### src/dadw_pkg.sv
`timescale 1ns / 1ps
`default_nettype none

package dadw_pkg;

  localparam int unsigned DAY_W    = 5;
  localparam int unsigned MONTH_W  = 4;
  localparam int unsigned SYEAR_W  = 14;
  localparam int unsigned ADD_W    = 16;
  localparam int unsigned WDAY_W   = 3;
  localparam int unsigned ACC_W    = 17;
  localparam int unsigned YEAR_W   = 15;
  localparam int unsigned CENT_W   = 8;
  localparam int unsigned DIV_W    = 15;
  localparam int unsigned DVS_W    = 7;
  localparam int unsigned SUM_W    = 11;
  localparam int unsigned RCP_W    = 17;
  localparam int unsigned RCP_SH   = 19;
  localparam int unsigned MUL_W    = DIV_W + RCP_W;

  localparam logic [MONTH_W-1:0] MONTH_JAN = 4'd1;
  localparam logic [MONTH_W-1:0] MONTH_FEB = 4'd2;
  localparam logic [MONTH_W-1:0] MONTH_MAR = 4'd3;
  localparam logic [MONTH_W-1:0] MONTH_DEC = 4'd12;
  localparam logic [DVS_W-1:0]   DIV_CENT  = 7'd100;
  localparam logic [DVS_W-1:0]   DIV_WEEK  = 7'd7;
  localparam logic [DVS_W-1:0]   LAST_REM  = 7'd99;

  // ceil(2^19 / divisor), exact for any 15-bit dividend
  localparam logic [RCP_W-1:0]   RCP_CENT  = 17'd5243;
  localparam logic [RCP_W-1:0]   RCP_WEEK  = 17'd74899;

  typedef struct packed {
    logic [DAY_W-1:0]   start_day;
    logic [MONTH_W-1:0] start_month;
    logic [SYEAR_W-1:0] start_year;
    logic [ADD_W-1:0]   days_to_add;
  } in_word_t;

  typedef struct packed {
    logic [DAY_W-1:0]   new_day;
    logic [MONTH_W-1:0] new_month;
    logic [SYEAR_W-1:0] new_year;
    logic [WDAY_W-1:0]  weekday;
    logic               year_overflow;
  } out_word_t;

  typedef struct packed {
    logic             start;
    logic [DIV_W-1:0] dividend;
    logic [DVS_W-1:0] divisor;
  } div_req_t;

  typedef struct packed {
    logic             done;
    logic [DIV_W-1:0] quo;
    logic [DVS_W-1:0] rem;
  } div_rsp_t;

  typedef enum logic [2:0] {
    ST_IDLE,
    ST_DIVY,
    ST_WALK,
    ST_SUM,
    ST_MOD,
    ST_FIN
  } state_e;

  function automatic logic [DAY_W-1:0] month_len(input logic [MONTH_W-1:0] m,
                                                  input logic leap);
    logic [DAY_W-1:0] len;
    case (m)
      4'd2:    len = leap ? 5'd29 : 5'd28;
      4'd4:    len = 5'd30;
      4'd6:    len = 5'd30;
      4'd9:    len = 5'd30;
      4'd11:   len = 5'd30;
      default: len = 5'd31;
    endcase
    return len;
  endfunction

  // floor(13 * (mm + 1) / 5) for zeller months 3..14
  function automatic logic [5:0] zel_month(input logic [MONTH_W-1:0] mm);
    logic [5:0] v;
    case (mm)
      4'd3:    v = 6'd10;
      4'd4:    v = 6'd13;
      4'd5:    v = 6'd15;
      4'd6:    v = 6'd18;
      4'd7:    v = 6'd20;
      4'd8:    v = 6'd23;
      4'd9:    v = 6'd26;
      4'd10:   v = 6'd28;
      4'd11:   v = 6'd31;
      4'd12:   v = 6'd33;
      4'd13:   v = 6'd36;
      4'd14:   v = 6'd39;
      default: v = 6'd0;
    endcase
    return v;
  endfunction

endpackage

`default_nettype wire

### src/dadw_div.sv
`timescale 1ns / 1ps
`default_nettype none

module dadw_div
  import dadw_pkg::*;
(
  input  wire logic     clk_i,
  input  wire logic     rst_ni,
  input  wire div_req_t req_i,
  output div_rsp_t      rsp_o
);

  logic             mul_q, mul_d;
  logic             fix_q, fix_d;
  logic             done_q, done_d;
  logic [DIV_W-1:0] dvd_q, dvd_d;
  logic [DVS_W-1:0] dvs_q, dvs_d;
  logic [MUL_W-1:0] prod_q, prod_d;
  logic [DIV_W-1:0] quo_q, quo_d;
  logic [DVS_W-1:0] rem_q, rem_d;
  logic [RCP_W-1:0] rcp;
  logic [DIV_W-1:0] quo;

  // load, multiply by reciprocal, then quotient and remainder
  always_comb begin
    mul_d  = 1'b0;
    fix_d  = mul_q;
    done_d = fix_q;
    dvd_d  = dvd_q;
    dvs_d  = dvs_q;
    prod_d = prod_q;
    quo_d  = quo_q;
    rem_d  = rem_q;
    rcp    = (dvs_q == DIV_WEEK) ? RCP_WEEK : RCP_CENT;
    quo    = DIV_W'(prod_q[MUL_W-1:RCP_SH]);
    if (req_i.start) begin
      mul_d = 1'b1;
      dvd_d = req_i.dividend;
      dvs_d = req_i.divisor;
    end
    if (mul_q) begin
      prod_d = MUL_W'(dvd_q) * MUL_W'(rcp);
    end
    if (fix_q) begin
      quo_d = quo;
      rem_d = DVS_W'(dvd_q - DIV_W'(quo * DIV_W'(dvs_q)));
    end
  end

  always_ff @(posedge clk_i or negedge rst_ni) begin
    if (!rst_ni) begin
      mul_q  <= 1'b0;
      fix_q  <= 1'b0;
      done_q <= 1'b0;
    end else begin
      mul_q  <= mul_d;
      fix_q  <= fix_d;
      done_q <= done_d;
    end
  end

  always_ff @(posedge clk_i) begin
    dvd_q  <= dvd_d;
    dvs_q  <= dvs_d;
    prod_q <= prod_d;
    quo_q  <= quo_d;
    rem_q  <= rem_d;
  end

  assign rsp_o.done = done_q;
  assign rsp_o.quo  = quo_q;
  assign rsp_o.rem  = rem_q;

endmodule

`default_nettype wire

### src/date_add_days_weekday_top.sv
`timescale 1ns / 1ps
`default_nettype none

// channel  handshake                 word
// input    in_valid_i / in_ready_o   in_word_i  (start date, days to add)
// output   out_valid_o / out_ready_i out_word_o (new date, weekday, overflow)
//
// the sequencer walks the months crossed one at a time, so a long addition takes longest
// the block finishes one word before it takes the next
// a shared reciprocal divider gives year / 100 and the weekday mod 7
// reset clears the sequencer, the divider control and the output valid
// the input is taken again while a finished word still waits on the output

module date_add_days_weekday_top
  import dadw_pkg::*;
#(
  parameter int unsigned MAX_YEAR = 9999
) (
  input  wire logic      clk_i,
  input  wire logic      rst_ni,
  input  wire logic      in_valid_i,
  output logic           in_ready_o,
  input  wire in_word_t  in_word_i,
  output logic           out_valid_o,
  input  wire logic      out_ready_i,
  output out_word_t      out_word_o
);

  localparam logic [YEAR_W:0]    MAX_Y_EXT = (YEAR_W + 1)'(MAX_YEAR);
  localparam logic [SYEAR_W-1:0] MAX_Y_OUT = SYEAR_W'(MAX_YEAR);

  state_e state_q, state_d;

  logic [ACC_W-1:0]   day_q, day_d;
  logic [MONTH_W-1:0] mon_q, mon_d;
  logic [YEAR_W-1:0]  year_q, year_d;
  logic [CENT_W-1:0]  cent_q, cent_d;
  logic [DVS_W-1:0]   yrem_q, yrem_d;
  logic [WDAY_W-1:0]  wday_q, wday_d;
  logic               out_valid_q, out_valid_d;
  out_word_t          out_q, out_d;

  div_req_t div_req;
  div_rsp_t div_rsp;

  logic               in_acc;
  logic               out_free;
  logic               leap;
  logic [DAY_W-1:0]   mlen;
  logic               more;
  logic               early;
  logic [DVS_W-1:0]   zk;
  logic [CENT_W-1:0]  zj;
  logic [MONTH_W-1:0] zm;
  logic [SUM_W-1:0]   zsum;
  logic [DAY_W-1:0]   d0;
  logic [MONTH_W-1:0] m0;
  logic [YEAR_W-1:0]  y0;
  logic               ovf;

  dadw_div u_div (
    .clk_i  (clk_i),
    .rst_ni (rst_ni),
    .req_i  (div_req),
    .rsp_o  (div_rsp)
  );

  assign in_acc   = in_valid_i && in_ready_o;
  assign out_free = !out_valid_q || out_ready_i;

  // leap test from the year kept as centuries and remainder
  assign leap = (yrem_q == '0) ? (cent_q[1:0] == 2'b00) : (yrem_q[1:0] == 2'b00);
  assign mlen = month_len(mon_q, leap);
  assign more = (day_q > {{(ACC_W-DAY_W){1'b0}}, mlen});

  // zeller terms, year taken back by one for january and february
  always_comb begin
    early = (mon_q < MONTH_MAR);
    zk    = yrem_q;
    zj    = cent_q;
    zm    = mon_q;
    if (early) begin
      zm = mon_q + MONTH_DEC;
      if (yrem_q == '0) begin
        zk = LAST_REM;
        zj = cent_q - 1'b1;
      end else begin
        zk = yrem_q - 1'b1;
      end
    end
    zsum = SUM_W'(day_q[DAY_W-1:0]) + SUM_W'(zel_month(zm)) + SUM_W'(zk)
         + SUM_W'(zk[DVS_W-1:2]) + SUM_W'(zj[CENT_W-1:2])
         + SUM_W'({zj, 2'b00}) + SUM_W'(zj);
  end

  always_comb begin
    d0 = (in_word_i.start_day == '0) ? DAY_W'(1) : in_word_i.start_day;
    m0 = in_word_i.start_month;
    if (m0 == '0) begin
      m0 = MONTH_JAN;
    end else if (m0 > MONTH_DEC) begin
      m0 = MONTH_DEC;
    end
    y0 = (in_word_i.start_year == '0) ? YEAR_W'(1) : YEAR_W'(in_word_i.start_year);
  end

  assign ovf = ({1'b0, year_q} > MAX_Y_EXT);

  // next state
  always_comb begin
    state_d = state_q;
    case (state_q)
      ST_IDLE: if (in_acc) state_d = ST_DIVY;
      ST_DIVY: if (div_rsp.done) state_d = ST_WALK;
      ST_WALK: if (!more) state_d = ST_SUM;
      ST_SUM:  state_d = ST_MOD;
      ST_MOD:  if (div_rsp.done) state_d = ST_FIN;
      ST_FIN:  if (out_free) state_d = ST_IDLE;
      default: state_d = ST_IDLE;
    endcase
  end

  // outputs and datapath
  always_comb begin
    in_ready_o       = 1'b0;
    div_req.start    = 1'b0;
    div_req.dividend = DIV_W'(year_q);
    div_req.divisor  = DIV_CENT;
    day_d            = day_q;
    mon_d            = mon_q;
    year_d           = year_q;
    cent_d           = cent_q;
    yrem_d           = yrem_q;
    wday_d           = wday_q;
    out_d            = out_q;
    out_valid_d      = out_valid_q && !out_ready_i;
    case (state_q)
      ST_IDLE: begin
        in_ready_o = 1'b1;
        if (in_acc) begin
          day_d            = ACC_W'(d0) + ACC_W'(in_word_i.days_to_add);
          mon_d            = m0;
          year_d           = y0;
          div_req.start    = 1'b1;
          div_req.dividend = DIV_W'(y0);
        end
      end
      ST_DIVY: begin
        if (div_rsp.done) begin
          cent_d = div_rsp.quo[CENT_W-1:0];
          yrem_d = div_rsp.rem;
        end
      end
      ST_WALK: begin
        if (more) begin
          day_d = day_q - ACC_W'(mlen);
          if (mon_q == MONTH_DEC) begin
            mon_d  = MONTH_JAN;
            year_d = year_q + 1'b1;
            if (yrem_q == LAST_REM) begin
              yrem_d = '0;
              cent_d = cent_q + 1'b1;
            end else begin
              yrem_d = yrem_q + 1'b1;
            end
          end else begin
            mon_d = mon_q + 1'b1;
          end
        end
      end
      ST_SUM: begin
        div_req.start    = 1'b1;
        div_req.dividend = DIV_W'(zsum);
        div_req.divisor  = DIV_WEEK;
      end
      ST_MOD: begin
        if (div_rsp.done) begin
          wday_d = div_rsp.rem[WDAY_W-1:0];
        end
      end
      ST_FIN: begin
        if (out_free) begin
          out_valid_d         = 1'b1;
          out_d.new_day       = day_q[DAY_W-1:0];
          out_d.new_month     = mon_q;
          out_d.new_year      = ovf ? MAX_Y_OUT : year_q[SYEAR_W-1:0];
          out_d.weekday       = wday_q;
          out_d.year_overflow = ovf;
        end
      end
      default: begin
        in_ready_o = 1'b0;
      end
    endcase
  end

  always_ff @(posedge clk_i or negedge rst_ni) begin
    if (!rst_ni) begin
      state_q     <= ST_IDLE;
      out_valid_q <= 1'b0;
    end else begin
      state_q     <= state_d;
      out_valid_q <= out_valid_d;
    end
  end

  always_ff @(posedge clk_i) begin
    day_q  <= day_d;
    mon_q  <= mon_d;
    year_q <= year_d;
    cent_q <= cent_d;
    yrem_q <= yrem_d;
    wday_q <= wday_d;
    out_q  <= out_d;
  end

  assign out_valid_o = out_valid_q;
  assign out_word_o  = out_q;

endmodule

`default_nettype wire

### config.mk
export PLATFORM = sky130hd
export DESIGN_NAME = date_add_days_weekday_top
export DESIGN_NICKNAME = d
export VERILOG_FILES = /design/src/dadw_pkg.sv /design/src/dadw_div.sv /design/src/date_add_days_weekday_top.sv
export SDC_FILE = /design/constraint.sdc
export NUM_CORES = 1
export LEC_CHECK = 0
export ABC_AREA = 1
export CAP_MARGIN = 20
export CORE_ASPECT_RATIO = 0.6
export CORE_MARGIN = 5
export CORE_UTILIZATION = 60
export CTS_BUF_LIST = sky130_fd_sc_hd__clkbuf_8
export CTS_CLUSTER_DIAMETER = 200
export DETAILED_ROUTE_END_ITERATION = 12
export DONT_BUFFER_PORTS = 1
export PLACE_DENSITY_LB_ADDON = 0.25
export SLEW_MARGIN = 20
export SYNTH_ARGS = -nofsm -noshare
export SYNTH_HDL_FRONTEND = slang
export SYNTH_SLANG_ARGS = --single-unit
### constraint.sdc
create_clock -name clk_i -period 5.2 [get_ports clk_i]
set_input_delay 0.52 -clock clk_i [delete_from_list [all_inputs] [get_ports clk_i]]
set_output_delay 0.52 -clock clk_i [all_outputs]
set_load 0.01 [all_outputs]
==> results of run 1 <==
[final timing paths]
path | from | slack (ps) | end
max reg2reg | u_div.dvs_q[1] | -270 | u_div.prod_q[20]
min in group asynchronous | rst_ni | 380 | u_div.fix_d
min reg2reg | wday_q[0] | 430 | out_word_o[1]
max | u_div.dvs_q[1] | -270 | u_div.prod_q[20]
min | in_word_i[24] | 230 | year_q[8]
max in group asynchronous | rst_ni | 4540 | state_q[0]
[report_power, final]
part / switching (W) / leakage [nW] / internal [W]
Sequential: 0.0000253 / 1.26 / 0.00116
Clock: 0.000473 / 0.174 / 0.000347
Combinational: 0.000253 / 7.25 / 0.000157
Total: 0.000752 / 8.69 / 0.00166
[cells by family (layout without fill, tap and decap cells)]
logic type	Yosys count	in the layout	share of synthesized area [%]
AND/OR/NAND/NOR	665	665	20.17
buffers and inverters	424	584	11.21
adder cells (fa/ha/maj)	300	300	32.46
AO/OA/AOI/OAI	172	172	6.726
flip-flops	128	128	26.18
XOR/XNOR	49	49	3.131
other	2	13	0.05163
multiplexers	1	1	0.06881
[registers in the layout, summed over array words and instances, names as in the netlist, 4 cells and up]
register      count
u_div.quo_q       8
yrem_q            7
out_word_o       27
u_div.rem_q       7
cent_q            8
mon_q             4
year_q           15
u_div.dvd_q      15
u_div.prod_q      8
day_q            17
[final cells by class]
cell class / instances / share of cell area (%)
multi-input cells: 1200 / 57.44
clock buffers: 18 / 1.450
well taps: 322 / 2.358
clock inverters: 14 / 0.6226
repair buffers: 149 / 6.907
flip-flops and latches: 128 / 22.30
inverters: 403 / 8.928
[what timing repair did]
action,in CTS,in global routing
endpoints found under the setup margin,12,15
setup buffers,17,21
resized for setup,98,88
endpoints found under the hold margin,7,0
hold buffers,1,0
pin swaps,46,65
[metrics by stage]
stage | TNS (ps) | setup WS, ps | util [%] | cells
6_report | -1662 | -269.4 | 71.17 | 2234
5_1_grt | -3188 | -456.5 | 71.17 | 2234
4_1_cts | -705.2 | -118.8 | 69.13 | 2213
3_5_place_dp | -3175 | -420.1 | 65.70 | 2163
3_3_place_gp | -2017 | -269.1 | 65.70 | 2163
2_1_floorplan | -3.752 | -3.752 | - | 1752
[routing by layer]
layer / up-vias / global-route usage, % / routed length, um
met5: - / 0 / 26
met1: 6007 / 49.34 / 19490
li1: 5837 / - / -
met3: 85 / 12.77 / 6321
met2: 741 / 41.24 / 16880
met4: 4 / 7.162 / 914
[placed cells by master, fill, tap and decap left out, types with 24 or more instances in the layout]
cell type and n:
nand2_2 24, ha_1 147, inv_2 43, nand2_1 332
edfxtp_1 121, nand3_1 86, nor2_1 98, fa_1 117
nand4_1 27, xor2_1 33, a21oi_1 37, o21ai_0 55
buf_4 140, inv_1 357
[worst max-delay path, cell delays in order (launching register included)]
cell and delay, ps:
edfxtp_1 450, nand2_4 140, inv_8 60, nor2_4 100, inv_2 70, nor2_4 120, inv_2 70, nand2_2 60
inv_2 50, ha_4 140, or2_4 220, fa_1 530, inv_2 40, fa_1 550, inv_2 50, fa_2 520
fa_2 460, fa_1 600, ha_4 240, a21oi_4 180, nor2_2 60, nor2_2 140, nor3_2 50, nor2_1 140
nand2_1 80, nand2_1 70, nand2_1 40
==> metrics.csv, run 1 <==
stage;metric;value;unit
status;status;finished, violations left;
status;failing checks;setup timing;
sta;Setup violations, final;8;
route;drc violations;0;
hold_path;Hold Path Class;input pin to flop;
logic_synthesis;synth cell count leaders;393 x inv_1, 358 x nand2_1, 171 x ha_1;
critical_path;WP data required;5460;ps
grt;vias in the first global route;11950;
placed_design;hpwl dp;34950;um
clock_network;root buf cell;clkbuf_8;
logic_synthesis;Mapped Cells;1741;
grt;first-pass GRT wire length;66360;um
power_and_ir_drop;worst vdd ir;0.0001912;V
clock_network;CTS tree;done;
floorplanning;I/O Pins;72;
flow_run;MaxCap Viol Count;0;
sta;final worst slack;-269.4;ps
power_and_ir_drop;Static Leak;8.691;nW
floorplanning;Die Area;0.02756;mm^2
placed_design;Buffers on Ports;0;
floorplanning;Die Width;211.0;um
hold_path;hold path depth;2;
finish;register area;0.003809;mm^2
critical_path;CP arrival;5730;ps
placed_design;placed cell area;0.01577;mm^2
logic_synthesis;Synth warnings;0;
floorplanning;chip height;130.6;um
route;drt via density;5.673;
sta;Slew HR;33.34;%
clock_network;CTS max path bufs;2;
placed_design;routability congestion estimate;1.006;
critical_path;Worst setup EP type;flop;
power_and_ir_drop;Pwr per Cell Area;141.2;mW/mm^2
sta;crit path time final;5469;ps
sta;Min Hold Slack;229.8;ps
logic_synthesis;Avg Cell Area, Syn;8.355;um^2
power_and_ir_drop;Pwr Total;0.002413;W
finish;Final nets;2242;
clock_network;CTS Buf Count;17;
clock_network;clk sink count;128;
logic_synthesis;Post-synth EDFFs;121;
sta;Slew @ Worst Pin;997.5;ps
route;antenna viol nets, final;0;
grt;gr usage total;31.81;%
critical_path;WS Path Type;flop to flop;
route;Detailed Route WL;43630;um
logic_synthesis;Yosys top cell area share;24.98;%
sta;worst clock skew;14.74;ps
critical_path;Reg2Reg Depth;26;
route;Routed WL per cell;19.53;um
logic_synthesis;Post-synth ARST share;5.469;%
finish;fill count;1841;
finish;P&R area growth vs syn;17.43;%
critical_path;startpoint types;flop;
floorplanning;Rows;44;
clock_network;Worst-Skew Late Latency;490;ps
finish;layout cells sized above 1;19.67;%
finish;n_diodes;0;
grt;largest net degree at the start of global routing;36;
route;vias post-DR;12670;
finish;area occupied by multi-input gates;0.009812;mm^2
grt;initial antenna violation count;2;
logic_synthesis;Synth Cell Area;0.01455;mm^2
finish;finished layout cell area;0.01708;mm^2
logic_synthesis;ranking of synthesized cells by area;edfxtp_1 25%, fa_1 18%, ha_1 15%;
grt;gr ovfl total;0;
logic_synthesis;Yosys reg bits;128;
logic_synthesis;Main synth FF type;edfxtp_1;
logic_synthesis;Unique masters post-synth;52;
sta;RSZ-0062 raised after global routing;true;
clock_network;H-Tree Depth;4;
logic_synthesis;post-synthesis sequential area ratio;26.18;%
route;DRT Pass-1 Iters;6;
sta;FMAX;182.8;MHz
critical_path;worst-path maximum fanout;7;
clock_network;clock-pin slew on the worst setup and hold paths;90;ps
sta;Final period util;105.2;%
floorplanning;core area;0.02400;mm^2
logic_synthesis;largest area contributor in the netlist;edfxtp_1;
sta;Fin. Hold Viols;0;
logic_synthesis;leading cell type by number of instances after synthesis;inv_1;
floorplanning;Starting Density;60.60;%
sta;fin. max-slew vios;0;
route;initial drt markers;1539;
(Power assumes the default switching activity.)
==> run 2, diff against run 1 <==
clock period = 5.4 ns   (was 5.2 ns; I/O delays follow)
==> metrics.csv, run 2 (synthesized netlist as in run 1, its figures left out) <==
stage;metric;value;unit;change
status;status;finished, violations left;;unchanged
status;failing checks;setup timing;;unchanged
clock_network;H-Tree Depth;4;;unchanged
route;initial drt markers;1557;;was 1,539
sta;Fin. Hold Viols;0;;unchanged
finish;layout cells sized above 1;15.40;%;was 19.67%
sta;Slew @ Worst Pin;1056;ps;was 997.5 ps
power_and_ir_drop;Static Leak;8.436;nW;was 8.691 nW
grt;first-pass GRT wire length;64160;um;was 66,360 um
placed_design;Buffers on Ports;0;;unchanged
critical_path;worst-path maximum fanout;4;;was 7
route;antenna viol nets, final;0;;unchanged
critical_path;slowest stage delay, CP;540;ps;was 600 ps
sta;Setup Total Neg Slack;-25.92;ps;was -1662 ps
critical_path;WP data required;5640;ps;was 5460 ps
critical_path;CP startpoint;u_div.dvs_q[1];;unchanged
route;Routed WL per cell;19.13;um;was 19.53 um
sta;RSZ-0062 raised after global routing;true;;unchanged
sta;Final period util;100.5;%;was 105.2%
flow_run;MaxCap Viol Count;0;;unchanged
sta;worst clock skew;23.85;ps;was 14.74 ps
floorplanning;Die Area;0.02756;mm^2;unchanged
clock_network;CTS tree;done;;unchanged
power_and_ir_drop;Pwr per Cell Area;150.6;mW/mm^2;was 141.2 mW/mm^2
clock_network;root buf cell;clkbuf_8;;unchanged
finish;most common cell after layout, fill and taps aside;inv_1;;unchanged
placed_design;hpwl dp;34300;um;was 34,950 um
critical_path;CP Cell Sequence;nand2_2 -> inv_4 -> buf_4 -> nor2_4 -> inv_2 -> fa_1 -> inv_1 -> fa_1 -> fa_1 -> fa_1 -> fa_1 -> inv_1 -> fa_1 -> inv_2 -> ha_4 -> a21o_1 -> a21boi_2 -> nand2_2 -> a21oi_2 -> nand2_1 -> nand2_1 -> nand2_1;;
floorplanning;Starting Density;60.60;%;unchanged
clock_network;clock-pin slew on the worst setup and hold paths;90;ps;about the same
route;drc violations;0;;unchanged
finish;P&R area growth vs syn;14.04;%;was 17.43%
critical_path;slowest stage cell on the critical path;fa_1;;unchanged
floorplanning;I/O Pins;72;;unchanged
route;DRT Pass-1 Iters;6;;unchanged
critical_path;launching point of the worst reg2reg path;u_div.dvs_q[1];;unchanged
route;Detailed Route WL;41690;um;was 43,630 um
route;vias post-DR;12280;;was 12,670
sta;fin. max-slew vios;0;;unchanged
sta;Slew HR;29.45;%;was 33.34%
grt;vias in the first global route;11540;;was 11,950
power_and_ir_drop;Pwr Total;0.002498;W;was 0.002413 W
sta;Min Hold Slack;271.3;ps;was 229.8 ps
grt;largest net degree at the start of global routing;45;;was 36
floorplanning;Rows;44;;unchanged
sta;FMAX;184.3;MHz;was 182.8 MHz
sta;final worst slack;-25.92;ps;was -269.4 ps
route;drt via density;5.634;;was 5.673
critical_path;Worst setup EP type;flop;;unchanged
finish;most frequent cells in the layout;375 x inv_1, 339 x nand2_1, 152 x ha_1;;was 357 x inv_1, 332 x nand2_1, 147 x ha_1
power_and_ir_drop;worst vdd ir;0.0001506;V;was 0.0001912 V
critical_path;CP delay by family, top;adder cells;;unchanged
sta;crit path time final;5426;ps;was 5469 ps
hold_path;Hold Path Class;input pin to flop;;unchanged
finish;max reg flops;27;;unchanged
floorplanning;Die Width;211.0;um;unchanged
clock_network;CTS Buf Count;17;;unchanged
finish;Final nets;2187;;was 2,242
placed_design;pre-CTS WS;-321.8;ps;was -420.1 ps
critical_path;crit-path most repeated cell;fa_1;;was inv_2
critical_path;WS Path Type;flop to flop;;unchanged
grt;gr usage total;30.45;%;was 31.81%
finish;n_diodes;0;;unchanged
critical_path;startpoint types;flop;;unchanged
clock_network;clk sink count;128;;unchanged
clock_network;CTS max path bufs;2;;unchanged
critical_path;CP arrival;5670;ps;was 5730 ps
grt;gr ovfl total;0;;unchanged
placed_design;routability congestion estimate;0.9822;;was 1.006
floorplanning;chip height;130.6;um;unchanged
critical_path;crit path buf inv count;6;;unchanged
grt;initial antenna violation count;0;;was 2
hold_path;HP Start;in_word_i[24];;unchanged
floorplanning;core area;0.02400;mm^2;unchanged
sta;Setup violations, final;1;;was 8
clock_network;Worst-Skew Late Latency;480;ps;was 490 ps
[run 2: report_power, final]
group          switching, W  internal, W
Sequential        0.0000233      0.00111
Combinational      0.000236     0.000147
Clock              0.000455     0.000523
Total              0.000714      0.00178
[run 2: layout make-up]
class,count,area [um^2]
tap,322,402.9
fill,1884,7415
multi-input combinational,1200,9679
clock inverter,14,205.2
sequential,128,3809
inverter,403,1518
clock buffer,18,247.7
timing repair buffer,94,726.9
[run 2: worst paths after layout]
check | endpoint | slack [ps] | depth (start not counted)
max | u_div.prod_q[26] | -30 | 22
min | year_q[8] | 270 | 2
max reg2reg | u_div.prod_q[26] | -30 | 22
min reg2reg | out_word_o[1] | 430 | 0
max in group asynchronous | state_q[1] | 4710 | 1
min in group asynchronous | u_div.done_d | 400 | 1
[run 2: stage by stage]
step           utilization [%]  area, um^2  std cells
5_1_grt                  69.11       16590       2179
4_1_cts                  67.22       16140       2168
2_1_floorplan                -       14600       1752
3_5_place_dp             64.50       15480       2131
3_3_place_gp             64.50       15480       2131
6_report                 69.11       16590       2179
[run 2: what timing repair did]
action,in CTS,in global routing
endpoints found under the setup margin,8,14
gates resized for setup,41,98
endpoints found under the hold margin,7,0
hold buffers,1,0
pin swaps,30,51
setup buffers,3,11
gates cloned,1,0
[run 2: worst register-to-register path: cells and delay by family (launching register included)]
family / cells / cell delay (ps)
adders and majority gates: 7 / 3320
AOI/OAI and AO/OA: 3 / 540
and+or+nand+nor: 6 / 500
buffers and inverters: 6 / 430
DFF: 1 / 410
[run 2: per-layer routing]
layer	vias up	track usage, %	share of wire (%)
met5	-	1.897	0.17
met1	5820	49.62	48
met3	56	11.91	14
met2	670	37.25	37
li1	5729	-	-
met4	2	5.600	1.4
